$ cat config.mk
export PLATFORM = sky130hd
export DESIGN_NAME = slf_ram
export DESIGN_NICKNAME = d
export VERILOG_FILES = /design/src/rtl/core/slf_ram.sv
export SDC_FILE = /design/constraint.sdc
export NUM_CORES = 1
export LEC_CHECK = 0
export ABC_AREA = 1
export ABC_CLOCK_PERIOD_IN_PS = 1500
export BUFFER_PORTS_ARGS = -buffer_cell sky130_fd_sc_hd__buf_2
export CORE_MARGIN = 2
export CORE_UTILIZATION = 45
export CTS_BUF_LIST = sky130_fd_sc_hd__clkbuf_2 sky130_fd_sc_hd__clkbuf_4 sky130_fd_sc_hd__clkbuf_8
export DETAILED_ROUTE_END_ITERATION = 8
export HOLD_SLACK_MARGIN = 0.15
export PLACE_DENSITY = 0.71
export RECOVER_POWER = 100
export SYNTH_ARGS = -nofsm -noshare
export SYNTH_HDL_FRONTEND = slang
export SYNTH_SLANG_ARGS = --single-unit
$ cat constraint.sdc
create_clock -name clk -period 1.5 [get_ports clk]
set_clock_uncertainty 0.2 [all_clocks]
set_input_delay 0.225 -clock clk [delete_from_list [all_inputs] [get_ports clk]]
set_output_delay 0.225 -clock clk [all_outputs]
set_load 0.1 [all_outputs]
$ cat src/rtl/core/slf_ram.sv
// slf_ram: generic single-write, single-read ram with registered read
// no dependencies
module slf_ram #(
    parameter int WIDTH = 8,
    parameter int DEPTH = 16
) (
    input  logic                     clk,
    input  logic                     we,
    input  logic [$clog2(DEPTH)-1:0] waddr,
    input  logic [WIDTH-1:0]         wdata,
    input  logic                     re,
    input  logic [$clog2(DEPTH)-1:0] raddr,
    output logic [WIDTH-1:0]         rdata
);

    logic [WIDTH-1:0] mem [DEPTH];

    always_ff @(posedge clk)
    begin
        if (we)
        begin
            mem[waddr] <= wdata;
        end
        if (re)
        begin
            rdata <= mem[raddr];
        end
    end

endmodule

==> out/qor.json <==
{
  "outcome": {
    "status": "finished with violations",
    "failed_checks": "setup timing"
  },
  "drt": {
    "drt_iter0_drc": 424,
    "routed_length_per_placed_instance_um": 15.9,
    "tritonroute_pass_1_iters": 5,
    "vias_per_cell": 4.97,
    "via_count": 3930,
    "drtAntennaViolNets": 0,
    "drcViolationCount": 0,
    "wirelength_mm": 12.5
  },
  "synth": {
    "post_syn_instances": 551,
    "synthesis.area_per_instance_sq_um": 10.6,
    "postSynthRegisterBits": 136,
    "synth_nets": 570,
    "synthesis.yosys.warnings": 0,
    "synth.top_cell.area_share": 0.698,
    "netlist_area_before_placement_sq_mm": 0.00585,
    "post_synth_num_cell_types": 11,
    "synth_largest_area_cell": "edfxtp_1",
    "ys_top_cells_by_area": "edfxtp_1 70%, nand2_1 11%, nand3_1 8.3%",
    "ys_seq_area_frac": 0.698
  },
  "sta": {
    "finalWorstSetupSlack_ps": -12.6,
    "setup_tns_after_final_layout_ps": -16.5,
    "period_minus_slack_ps": 1510,
    "period_share": 1.01,
    "finalSetupViolCount": 2,
    "fmax_mhz": 661,
    "slew_headroom": 0.609,
    "final-hold-violation-count": 0,
    "slew_viol_final": 0,
    "unrepaired_setup_endpoints_after_global_routing": "true",
    "max_slew.worst_pin.slew_ps": 586
  },
  "worst_setup_path": {
    "crit-reg2reg-launch": "mem[7][5]",
    "cp_num_buf_inv": 1,
    "timing.critical_path.arrival_ps": 1090,
    "setup.worst_path.start_class": "register",
    "reg2reg_setup_slack_ps": 130,
    "crit_fanout": 1,
    "cp_cell_sequence": "buf_6",
    "max_stage_delay_ps": 440,
    "worst_path_max_delay_cell": "edfxtp_1",
    "worst-setup-path-type": "reg -> out",
    "crit_family": "flip-flops",
    "timing.reg2reg.worst_path_depth": 6,
    "timing.critical_path.required_ps": 1070,
    "r2r_end": "rdata[5]",
    "critical_path.endpoint_type": "primary output"
  },
  "finish": {
    "regArea_sq_mm": 0.00408,
    "layout-area-overhead-vs-synth_pct": 16.9,
    "filler_cell_count": 1098,
    "final_nets": 625,
    "multi_input_comb_area_sq_mm": 0.00121,
    "count_of_placed_standard_cells_in_the_final_layout_fillers_left_out": 791,
    "final_layout_size_suffix_gt1_frac": 0.0937,
    "n_antenna_cell": 0
  },
  "floorplan": {
    "die_area_sq_mm": 0.0139,
    "die_height_um": 118,
    "initial_cell_density_of_the_core": 0.461,
    "floorplan.rows": 41,
    "die_width_um": 118,
    "design.core.area_sq_mm": 0.0127,
    "floorplan.io_pins": 27
  },
  "min_path": {
    "hold_end": "rdata[3]",
    "worst_hold_startpoint": "raddr[2]",
    "worst_hold_path.num_cells": 5,
    "holdCritPathClass": "in -> reg"
  },
  "global_route": {
    "grt_use_total": 0.189,
    "global_route.overflow_total": 0,
    "antenna_violations_before_repair": 0,
    "grt_util_met2": 0.302,
    "met1_usage": 0.245,
    "first_pass_grt_wire_length_mm": 19.8,
    "number_of_global_route_vias_before_repair": 3785,
    "grtUsageMet3": 0.0446,
    "grt_most_used_layer": "met2",
    "grt_start_max_net_pins": 65
  },
  "cts": {
    "worstSkewPairLatency_ps": 430,
    "cts_root_buf": "clkbuf_8",
    "cts.sinks": 136,
    "tritoncts_clock_tree": "yes",
    "number_of_buffers_inserted_during_clock_tree_synthesis": 17,
    "clkTransAtPathRegs_ps": 80,
    "clock_tree.htree_level_count": 4,
    "cts_setup_buffers": 0,
    "clk_path_buf_depth": 2
  },
  "power_and_ir_drop": {
    "vdd_drop_max_v": 0.000452,
    "p_per_area_mw_per_mm2": 1220,
    "finalPower_mw": 8.33,
    "power.static_leakage_nw": 2.88
  },
  "placed_design": {
    "post-dp-hpwl_mm": 7.93,
    "weighted_congestion_reported_at_the_end_of_routability_driven_placement": 0.853,
    "place.detailed.instances": 749,
    "io_buffers": 26
  },
  "flow_run": {
    "cap_violations": 0
  }
}
-- cell type report --
class                   instances  share of cell area
clock buffers                  17              0.0342
clock inverters                15              0.0302
inverters                     102              0.0560
multi-input cells             289               0.178
flip-flops and latches        136               0.598
well taps                     172              0.0315
repair buffers                 60              0.0727
-- Yosys cell counts --
cell type / instances
buf_1: 1
buf_2: 13
buf_4: 4
buf_6: 6
edfxtp_1: 136
inv_1: 100
inv_2: 2
nand2_1: 173
nand3_1: 97
nand3b_1: 2
nor2_1: 17
-- registers in the layout, indices dropped and copies added, names as in the netlist --
name and cells:
rdata 8, mem 128
-- cells by family after synthesis --
| kind of cell | after synthesis | synth area share |
|---|---|---|
| AND/OR/NAND/NOR | 289 | 0.208 |
| buffers and inverters | 126 | 0.0939 |
| flip-flops | 136 | 0.698 |
-- worst max-delay path by stage --
| stage | startpoint | endpoint | slack [ps] | cells after the start |
|---|---|---|---|---|
| floorplan | waddr[2] | mem[10][0] | 120 | 2 |
| global placement | raddr[0] | rdata[1] | -130 | 7 |
| detailed placement | raddr[0] | rdata[5] | -140 | 7 |
| CTS | rdata[4] | rdata[4] | -40 | 1 |
| global route | rdata[2] | rdata[2] | -50 | 1 |
| finish | rdata[2] | rdata[2] | -10 | 1 |
-- layer usage --
metal	up-vias	wire length, um	share of wire
met5	-	0	0
met2	179	6140	0.49
li1	1887	-	-
met3	19	1000	0.080
met4	0	268	0.021
met1	1845	5140	0.41
-- power breakdown --
| group | switching (mW) | internal, mW |
|---|---|---|
| registers | 0.0330 | 4.28 |
| clock network | 1.35 | 1.95 |
| logic | 0.493 | 0.219 |
| total | 1.87 | 6.45 |
-- cells in the final DEF, fill, tap and decap left out --
master           n
buf_12          10
buf_6            2
inv_2            2
edfxtp_1       136
clkinv_2         1
clkinv_1         5
nor2_1          17
clkinvlp_4       2
dlygate4sd3_1   10
buf_4            4
clkbuf_8        17
clkinv_4         1
nand3b_1         2
buf_2            5
nand2_1        173
nand3_1         97
inv_1          100
inv_6            1
bufinv_16        5
clkbuf_2         8
clkbuf_1        21
-- repair_timing --
| item | in CTS | in global routing |
|---|---|---|
| hold buffers | 10 | 0 |
| hold endpoints to repair | 144 | 0 |
| gates resized for setup | 4 | 0 |
| endpoints found under the setup margin | 7 | 8 |
-- per-stage QoR --
stage / utilization / setup slack (ps) / cell area, sq um / hold WS, ps
finish: 0.539 / -12.6 / 6830 / 180
global route: 0.539 / -50.7 / 6830 / 186
CTS: 0.544 / -37.1 / 6900 / 158
detailed placement: 0.501 / -144 / 6350 / 417
global placement: 0.501 / -126 / 6350 / 403
floorplan: - / 124 / 5850 / 124
Note: power is estimated with default switching activity, not from simulation.
