[src/rtl/core/slf_clear.sv]
// slf_clear: post-reset sweep that walks every table address once
// no dependencies
module slf_clear #(
    parameter int DEPTH = 16
) (
    input  logic                     clk,
    input  logic                     rst_n,
    output logic                     busy,
    output logic [$clog2(DEPTH)-1:0] addr
);

    localparam int ADDR_W = $clog2(DEPTH);

    logic              busy_reg;
    logic              busy_next;
    logic [ADDR_W-1:0] addr_reg;
    logic [ADDR_W-1:0] addr_next;

    always_comb
    begin
        busy_next = busy_reg;
        addr_next = addr_reg;
        if (busy_reg)
        begin
            addr_next = addr_reg + ADDR_W'(1);
            if (addr_reg == ADDR_W'(DEPTH - 1))
            begin
                busy_next = 1'b0;
            end
        end
    end

    always_ff @(posedge clk or negedge rst_n)
    begin
        if (!rst_n)
        begin
            busy_reg <= 1'b1;
            addr_reg <= '0;
        end
        else
        begin
            busy_reg <= busy_next;
            addr_reg <= addr_next;
        end
    end

    assign busy = busy_reg;
    assign addr = addr_reg;

endmodule

[config.mk]
export PLATFORM = sky130hd
export DESIGN_NAME = slf_clear
export DESIGN_NICKNAME = d
export VERILOG_FILES = /design/src/rtl/core/slf_clear.sv
export SDC_FILE = /design/constraint.sdc
export NUM_CORES = 1
export LEC_CHECK = 0
export ABC_AREA = 1
export BUFFER_PORTS_ARGS = -buffer_cell sky130_fd_sc_hd__buf_2
export CAP_MARGIN = 10
export CORE_AREA = 4 4 41 43
export CTS_CLUSTER_SIZE = 16
export DETAILED_ROUTE_END_ITERATION = 7
export DIE_AREA = 0 0 45 47
export HOLD_SLACK_MARGIN = 0.06
export MAX_ROUTING_LAYER = met4
export PLACE_DENSITY = 0.43
export RECOVER_POWER = 25
export SYNTH_ARGS = -nofsm -noshare
export SYNTH_HDL_FRONTEND = slang
export SYNTH_SLANG_ARGS = --single-unit
[constraint.sdc]
create_clock -name clk -period 1 [get_ports clk]
set_input_delay 0.1 -clock clk [delete_from_list [all_inputs] [get_ports clk]]
set_output_delay 0.1 -clock clk [all_outputs]
set_load 0.02 [all_outputs]
==> results of run 1 <==
## cells in the final DEF, fill, tap and decap left out, drive strengths merged
master and count:
dlygate4sd3 1, dfstp 1, buf 10, inv 5, clkbuf 5, xor2 1, o21ai 3, nand3 2
nand2 7, nor2 1, dfrtp 4, ha 1
## metrics by stage
stage | area, sq um | setup slack (ps) | hold slack [ps]
floorplan | 241 | 8.62 | -196
detailed placement | 298 | 37.0 | -73.4
CTS | 377 | -11.8 | 211
global placement | 298 | 38.9 | -80.4
global route | 392 | -50.8 | 300
finish | 392 | -4.35 | 260
## final cells by class
| cell class | instances | area share [%] |
|---|---|---|
| Sequential cell | 5 | 32.9 |
| Multi-Input combinational cell | 15 | 26.2 |
| Timing Repair Buffer | 12 | 24.6 |
| Clock buffer | 4 | 6.71 |
| Inverter | 5 | 4.79 |
| Tap cell | 15 | 4.79 |
## synth_stat cells (all sizes together)
cell type / n / area share [%]
dfrtp: 4 / 44
dfstp: 1 / 12
ha: 1 / 5.5
inv: 5 / 8.3
nand2: 7 / 13
nand3: 2 / 4.4
nor2: 1 / 2.8
o21ai: 3 / 6.6
xor2: 1 / 3.9
## report_power, final
group,internal (uW),switching (uW)
Clock,151,83.1
Sequential,203,0
Combinational,3.40,4.69
Total,357,87.8
## cell families (layout without fill, tap and decap cells)
family                   Yosys count  count (layout)  synth area share, %
AO/OA/AOI/OAI                      3               3                 6.63
AND/OR/NAND/NOR                   10              10                 19.9
buffers and inverters              5              21                 8.29
adder cells (fa/ha/maj)            1               1                 5.52
XOR/XNOR                           1               1                 3.87
flip-flops                         5               5                 55.8
## critical path, delay by kind of cell (launching register included)
family	cells	cell delay, ps
AOI/OAI and AO/OA	1	110
and+or+nand+nor	2	110
DFF	1	550
buffers and inverters	1	130
## worst paths after layout
| path | from | endpoint | slack (ps) | cells past startpoint |
|---|---|---|---|---|
| min | rst_n | addr[3] | 260 | 2 |
| max reg2reg | busy | addr[3] | -4 | 4 |
| min reg2reg | addr[3] | addr[3] | 540 | 2 |
| max in group asynchronous | rst_n | busy | 460 | 2 |
| min in group clk | addr[3] | addr[3] | 540 | 2 |
| max | busy | addr[3] | -4 | 4 |
## routing by layer
metal  routed length, um  share of wire, %  global-route usage, %
met5                   0                 0                      -
met4                   0                 0                   5.26
met2                 281                53                   9.89
met1                 220                41                   6.44
met3                  31               5.8                   3.83
## repair_timing
action,4_1_cts,5_1_grt
endpoints found under the hold margin,5,0
endpoints found under the setup margin,2,5
setup buffers,3,1
pin swaps,0,2
hold buffers,1,0
resized for setup,6,3
==> flow_metrics.tcl, run 1 <==
set metrics [dict create \
    finalMaxSlewViolations 0 \
    antenna_found_initial 0 \
    setup-violations-final 3 \
    drt_iter0_markers 3 \
    root_buffer "clkbuf_4" \
    ys_warn_count 0 \
    grt_max_degree 7 \
    synthToLayoutAreaGrowth_pct 72.9 \
    wl_per_cell_um 9.52 \
    hold_viol_final 0 \
    path_clk_slew_ps 50 \
    final_util_pct 30.1 \
    routed_wl_um 533 \
    finalNetCount 45 \
    dieArea_sq_um 2120 \
    setup_ws_ps -4.35 \
    ir_worst_vdd_uv 562 \
    num_vias 208 \
    first_global_vias 203 \
    numCtsBuffers 3 \
    antenna_left 0 \
    antenna_cells 0 \
    num_io_pins 7 \
    clock_path_buffers 2 \
    worstSetupEndpointType "flip-flop" \
    cp_slowest_stage_delay_ps 550 \
    ctsHtreeMaxLevel 1 \
    maxSlewHeadroom_pct 80.0 \
    multi_input_area_sq_um 103 \
    drcViolationCount 0 \
    grt_use_total_pct 6.72 \
    yosysSeqAreaShare_pct 55.8 \
    synthesis.nets 28 \
    ys_ff_latch 5 \
    leakagePower_uw 0.000221 \
    powerDensity_nw_per_um2 1140 \
    initial_core_util_pct 17.4 \
    drive_above_1_share_pct 48.8 \
    cts_tree "built" \
    synthCells 25 \
    layout_min_cycle_time_ps 1000 \
    outcome "finished with violations" \
    critical_path_class "flip-flop to flip-flop" \
    cp.required_ps 1130 \
    cpMaxStageDelayCell "dfstp_2" \
    drt-pass1-iter-count 2 \
    fin_setup_tns_ps -10.0 \
    hp-class "input port to asynchronous set/reset pin" \
    total_power_uw 445 \
    floorplan.rows 13 \
    die_w_um 45 \
    grt_overflow_total 0 \
    dp.cells 47 \
    cp_cell_sequence "buf_6 -> nand2_4 -> o21ai_2 -> nand2_1" \
    synth.distinct_cells 11 \
    violations "setup timing" \
    final_cell_count_no_fill 56 \
    start_kind "flip-flop" \
    post-route-period-util_pct 100 \
    coreArea_sq_um 1300 \
    critPathMaxFanout 6 \
    largest_reg_flops 4 \
    grt_pass1_wl_um 883 \
    synth.avg_cell_area_sq_um 9.06 \
    tightestPinTransition_ps 300 \
    insertion_delay_ps 240 \
    fill_cells 154 \
    die_y_um 47 \
    maxCapViolations 0 \
    rsz0062_at_grt "true" \
    portBuffers 6 \
    max_freq_mhz 996 \
    finalClockSkew_ps 5.35 \
    critPathArrivalTime_ps 1140 \
    seqCellArea_sq_um 129 \
    clock_sinks 5 \
    finalWeightedCongestion 0.688 \
    viasPerCell 3.71 \
    netlist_area_sq_um 226 \
]
(Power assumes the default switching activity.)
==> run 2: changes to the inputs <==
- CTS_BUF_LIST: unset -> sky130_fd_sc_hd__clkbuf_4 sky130_fd_sc_hd__clkbuf_8 sky130_fd_sc_hd__clkbuf_16
==> run 2 against run 1 <==
  * The run still ends with setup timing left
  * Via count rose by 0.96%
  * Sequential power hardly changed
  * Die area unchanged
  * Clock-buffer cell count unchanged
  * Flip-flop and latch count unchanged
  * Worst hold slack worse by 2.3 ps
  * Utilization is 0.29 points higher
  * Combinational power down 1%
  * Critical path depth unchanged
  * Maximum frequency about the same
==> flow_metrics.tcl, run 2 (synthesis results as in run 1) <==
set metrics [dict create \
    antenna_cells 0 \
    dieArea_sq_um 2120 \
    drt-pass1-iter-count 3 \
    path_clk_slew_ps 50 \
    fill_cells 149 \
    leakagePower_uw 0.000224 \
    tightestPinTransition_ps 293 \
    routed_wl_um 520 \
    ir_worst_vdd_uv 556 \
    num_io_pins 7 \
    num_vias 210 \
    r2r-start "busy" \
    die_y_um 47 \
    start_kind "flip-flop" \
    r2r_cells 4 \
    largest_reg_flops 4 \
    outcome "finished with violations" \
    floorplan.rows 13 \
    final_util_pct 30.4 \
    viasPerCell 3.75 \
    post-route-period-util_pct 100 \
    maxSlewHeadroom_pct 80.5 \
    drive_above_1_share_pct 51.2 \
    critical_path_class "flip-flop to flip-flop" \
    dpl_cell_area_sq_um 298 \
    worstSetupEndpointType "flip-flop" \
    fin_area_sq_um 395 \
    hold_viol_final 0 \
    wl_per_cell_um 9.29 \
    layout_min_cycle_time_ps 1000 \
    layout_common_cells "nand2_1 (6), inv_1 (5), clkbuf_4 (4), buf_6 (4)" \
    finalWeightedCongestion 0.688 \
    finalNetCount 45 \
    clock_sinks 5 \
    antenna_found_initial 0 \
    setup-violations-final 2 \
    insertion_delay_ps 240 \
    first_global_vias 203 \
    hp-class "input port to asynchronous set/reset pin" \
    grt_overflow_total 0 \
    numCtsBuffers 3 \
    grt_max_degree 7 \
    coreArea_sq_um 1300 \
    drcViolationCount 0 \
    root_buffer "clkbuf_4" \
    max_freq_mhz 996 \
    maxCapViolations 0 \
    reg2reg_slack_ps -4 \
    grt_use_total_pct 6.38 \
    setup_ws_ps -4.38 \
    initial_core_util_pct 17.4 \
    cts_tree "built" \
    finalMaxSlewViolations 0 \
    cp.required_ps 1130 \
    critPathArrivalTime_ps 1140 \
    layout_commonest_cell "nand2_1" \
    antenna_left 0 \
    rsz0062_at_grt "true" \
    synthToLayoutAreaGrowth_pct 74.6 \
    ctsHtreeMaxLevel 1 \
    grt_pass1_wl_um 834 \
    portBuffers 6 \
    powerDensity_nw_per_um2 1190 \
    finalClockSkew_ps 5.50 \
    clock_path_buffers 2 \
    die_w_um 45 \
    reg2reg_to "addr[3]" \
    critPathMaxFanout 6 \
    violations "setup timing" \
    drt_iter0_markers 6 \
]
==> run 2: cell counts in the layout (fill, tap and decap cells not counted) <==
Identical to the previous run, type by type.
==> run 2: how the worst max path moves through the flow <==
| stage | start | end | slack, ps | cells past startpoint |
|---|---|---|---|---|
| after floorplan | busy | addr[3] | 9 | 3 |
| after global placement | busy | addr[3] | 40 | 3 |
| after detailed placement | busy | addr[3] | 40 | 3 |
| after CTS | busy | busy | -10 | 1 |
| final | busy | addr[3] | -4 | 4 |
| after global routing | busy | addr[3] | -50 | 4 |
==> run 2: power by group <==
group	total, uW	internal, uW	switching, uW
clock network	258	178	79.8
logic	7.97	3.39	4.58
registers	203	203	0
total	469	384	84.3
==> run 2: timing repair <==
item,in CTS,in global routing
setup buffers,3,1
endpoints found under the setup margin,2,5
pin swaps,0,2
hold buffers,1,0
gates resized for setup,6,3
endpoints found under the hold margin,5,0
==> run 2: cell type report <==
cell class	count	area [sq um]	share of cell area, %
Sequential cell	5	129	32.6
Timing Repair Buffer	12	96.3	24.4
Tap cell	15	18.8	4.75
Inverter	5	18.8	4.75
Multi-Input combinational cell	15	103	25.9
Clock buffer	4	30.0	7.59
==> run 2: through the flow <==
| stage | setup WS, ps | power [uW] | hold slack, ps | setup TNS [ps] | cells |
|---|---|---|---|---|---|
| 2_1_floorplan | 8.62 | 206 | -196 | 0 | 25 |
| 3_3_place_gp | 38.9 | 211 | -80.4 | 0 | 47 |
| 3_5_place_dp | 37.0 | 212 | -73.4 | 0 | 47 |
| 4_1_cts | -11.8 | 483 | 213 | -27.7 | 55 |
| 5_1_grt | -50.8 | 504 | 294 | -162 | 56 |
| 6_report | -4.38 | 469 | 258 | -5.94 | 56 |
==> run 2: routing by layer <==
metal / GRT usage [%] / vias up / share of wire, %
li1: - / 109 / -
met1: 6.65 / 97 / 42
met2: 8.47 / 4 / 52
met3: 3.83 / 0 / 6.0
met4: 5.26 / 0 / 0
met5: - / - / 0
==> run 2: worst max-delay path: stages, from the launching register on <==
cell and delay (ps):
dfstp_2 550, buf_6 130, nand2_4 50, o21ai_2 110, nand2_1 60
==> run 3: changes to the inputs <==
- PLACE_DENSITY: 0.43 -> 0.4
==> run 3 against run 2 <==
  * Largest power group unchanged
  * The run still ends with setup timing left
  * Largest cell class unchanged
  * Critical endpoint is now busy
  * Total power down 1.4%
  * Setup slack worse by 6.6 ps
  * Sequential share of layout area decreased by 0.21 points
  * Critical path type is now flip-flop to primary output
==> flow_metrics.tcl, run 3 (synthesis results as in run 1) <==
set metrics [dict create \
    hpwl_um 371 \
    grt_overflow_total 0 \
    violations "setup timing" \
    cp_num_buf_inv 1 \
    numCtsBuffers 3 \
    p_clk_share_pct 54.3 \
    finalWeightedCongestion 0.741 \
    maxCapViolations 0 \
    viasPerCell 3.84 \
    largest_reg_flops 4 \
    die_w_um 45 \
    dieArea_sq_um 2120 \
    max_freq_mhz 989 \
    die_y_um 47 \
    powerDensity_nw_per_um2 1160 \
    total_power_uw 462 \
    finalMaxSlewViolations 0 \
    seqCellArea_sq_um 129 \
    r2r-start "busy" \
    insertion_delay_ps 230 \
    path_delay_family "flip-flops" \
    layout_common_cells "nand2_1 (6), inv_1 (5), clkbuf_4 (4), buf_6 (4), buf_4 (4)" \
    finalNetCount 46 \
    clock_sinks 5 \
    p_int_uw 384 \
    outcome "finished with violations" \
    r2r_cells 4 \
    root_buffer "clkbuf_4" \
    num_io_pins 7 \
    worstSetupEndpointType "primary output" \
    cp.required_ps 900 \
    path_clk_slew_ps 40 \
    maxSlewHeadroom_pct 81.2 \
    critPathMaxFanout 3 \
    antenna_found_initial 0 \
    setup-violations-final 2 \
    crit_cells 1 \
    grt_max_degree 6 \
    reg2reg_slack_ps -10 \
    p_sw_uw 78.1 \
    num_vias 219 \
    drt_iter0_markers 3 \
    hold_viol_final 0 \
    power_frac_seq_pct 44.0 \
    fin_setup_tns_ps -17.8 \
    drt-pass1-iter-count 4 \
    dp.cells 47 \
    layout_min_cycle_time_ps 1010 \
    cts_tree "built" \
    coreArea_sq_um 1300 \
    initial_core_util_pct 17.4 \
    layout_commonest_cell "nand2_1" \
    drive_above_1_share_pct 52.4 \
    floorplan.rows 13 \
    reg2reg_to "addr[3]" \
    post-route-period-util_pct 101 \
    rsz0062_at_grt "true" \
    wl_per_cell_um 8.67 \
    cpMaxStageDelayCell "dfstp_2" \
    grt_pass1_wl_um 876 \
    setup_ws_ps -11.0 \
    drcViolationCount 0 \
    antenna_cells 0 \
    ctsHtreeMaxLevel 1 \
    grt_use_total_pct 5.97 \
    hp-class "input port to asynchronous set/reset pin" \
    clock_path_buffers 2 \
    antenna_left 0 \
    pwr-share-comb_pct 1.7 \
    critPathArrivalTime_ps 910 \
    leakagePower_uw 0.000213 \
    cp_cell_sequence "buf_6" \
    final_cell_count_no_fill 57 \
    first_global_vias 240 \
    synthToLayoutAreaGrowth_pct 75.7 \
    ir_worst_vdd_uv 452 \
    cp_slowest_stage_delay_ps 550 \
    multi_input_area_sq_um 97.6 \
    critical_path_class "flip-flop to primary output" \
    p_sw_share_pct 16.9 \
    fill_cells 144 \
    routed_wl_um 494 \
    finalClockSkew_ps 1.68 \
    start_kind "flip-flop" \
    portBuffers 6 \
    tightestPinTransition_ps 281 \
]
## run 3: layout make-up
class                   instances  area share, %
clock buffers                   4           7.55
inverters                       5           4.72
multi-input cells              15           24.5
flip-flops and latches          5           32.4
well taps                      15           4.72
repair buffers                 13           26.1
## run 3: worst max-delay path by stage
stage / slack, ps / endpoint / from
2_1_floorplan: 9 / addr[3] / busy
3_3_place_gp: 50 / addr[3] / busy
3_5_place_dp: 20 / addr[3] / busy
4_1_cts: -20 / busy / busy
5_1_grt: -70 / addr[3] / busy
6_report: -10 / busy / busy
## run 3: through the flow
stage          setup WS (ps)  util (%)  area (sq um)  hold slack [ps]
2_1_floorplan           8.62         -           241             -196
3_3_place_gp            47.8      22.9           298            -78.5
3_5_place_dp            19.7      22.9           298            -79.2
4_1_cts                -22.6      30.4           395              198
5_1_grt                -73.8      30.6           398              317
6_report               -11.0      30.6           398              258
## run 3: layer usage
layer | GRT usage, % | share of wire, % | vias to the layer above
met2 | 10.7 | 57 | 4
met5 | - | 0 | -
met1 | 5.05 | 38 | 103
li1 | - | - | 112
met4 | 5.26 | 0 | 0
met3 | 1.53 | 4.9 | 0
## run 3: power groups by stage
stage / registers (uW) / clock network, uW / logic (uW)
2_1_floorplan: 206 / 0 / 0.0000629
3_3_place_gp: 206 / 0 / 5.57
3_5_place_dp: 206 / 0 / 5.51
4_1_cts: 203 / 265 / 8.41
5_1_grt: 203 / 269 / 9.53
6_report: 203 / 251 / 7.79
## run 3: repair_timing
action | CTS | global route
hold endpoints to repair | 5 | 0
gates resized for setup | 6 | 1
endpoints found under the setup margin | 2 | 5
pin swaps | 0 | 2
hold buffers | 1 | 0
setup buffers | 5 | 0
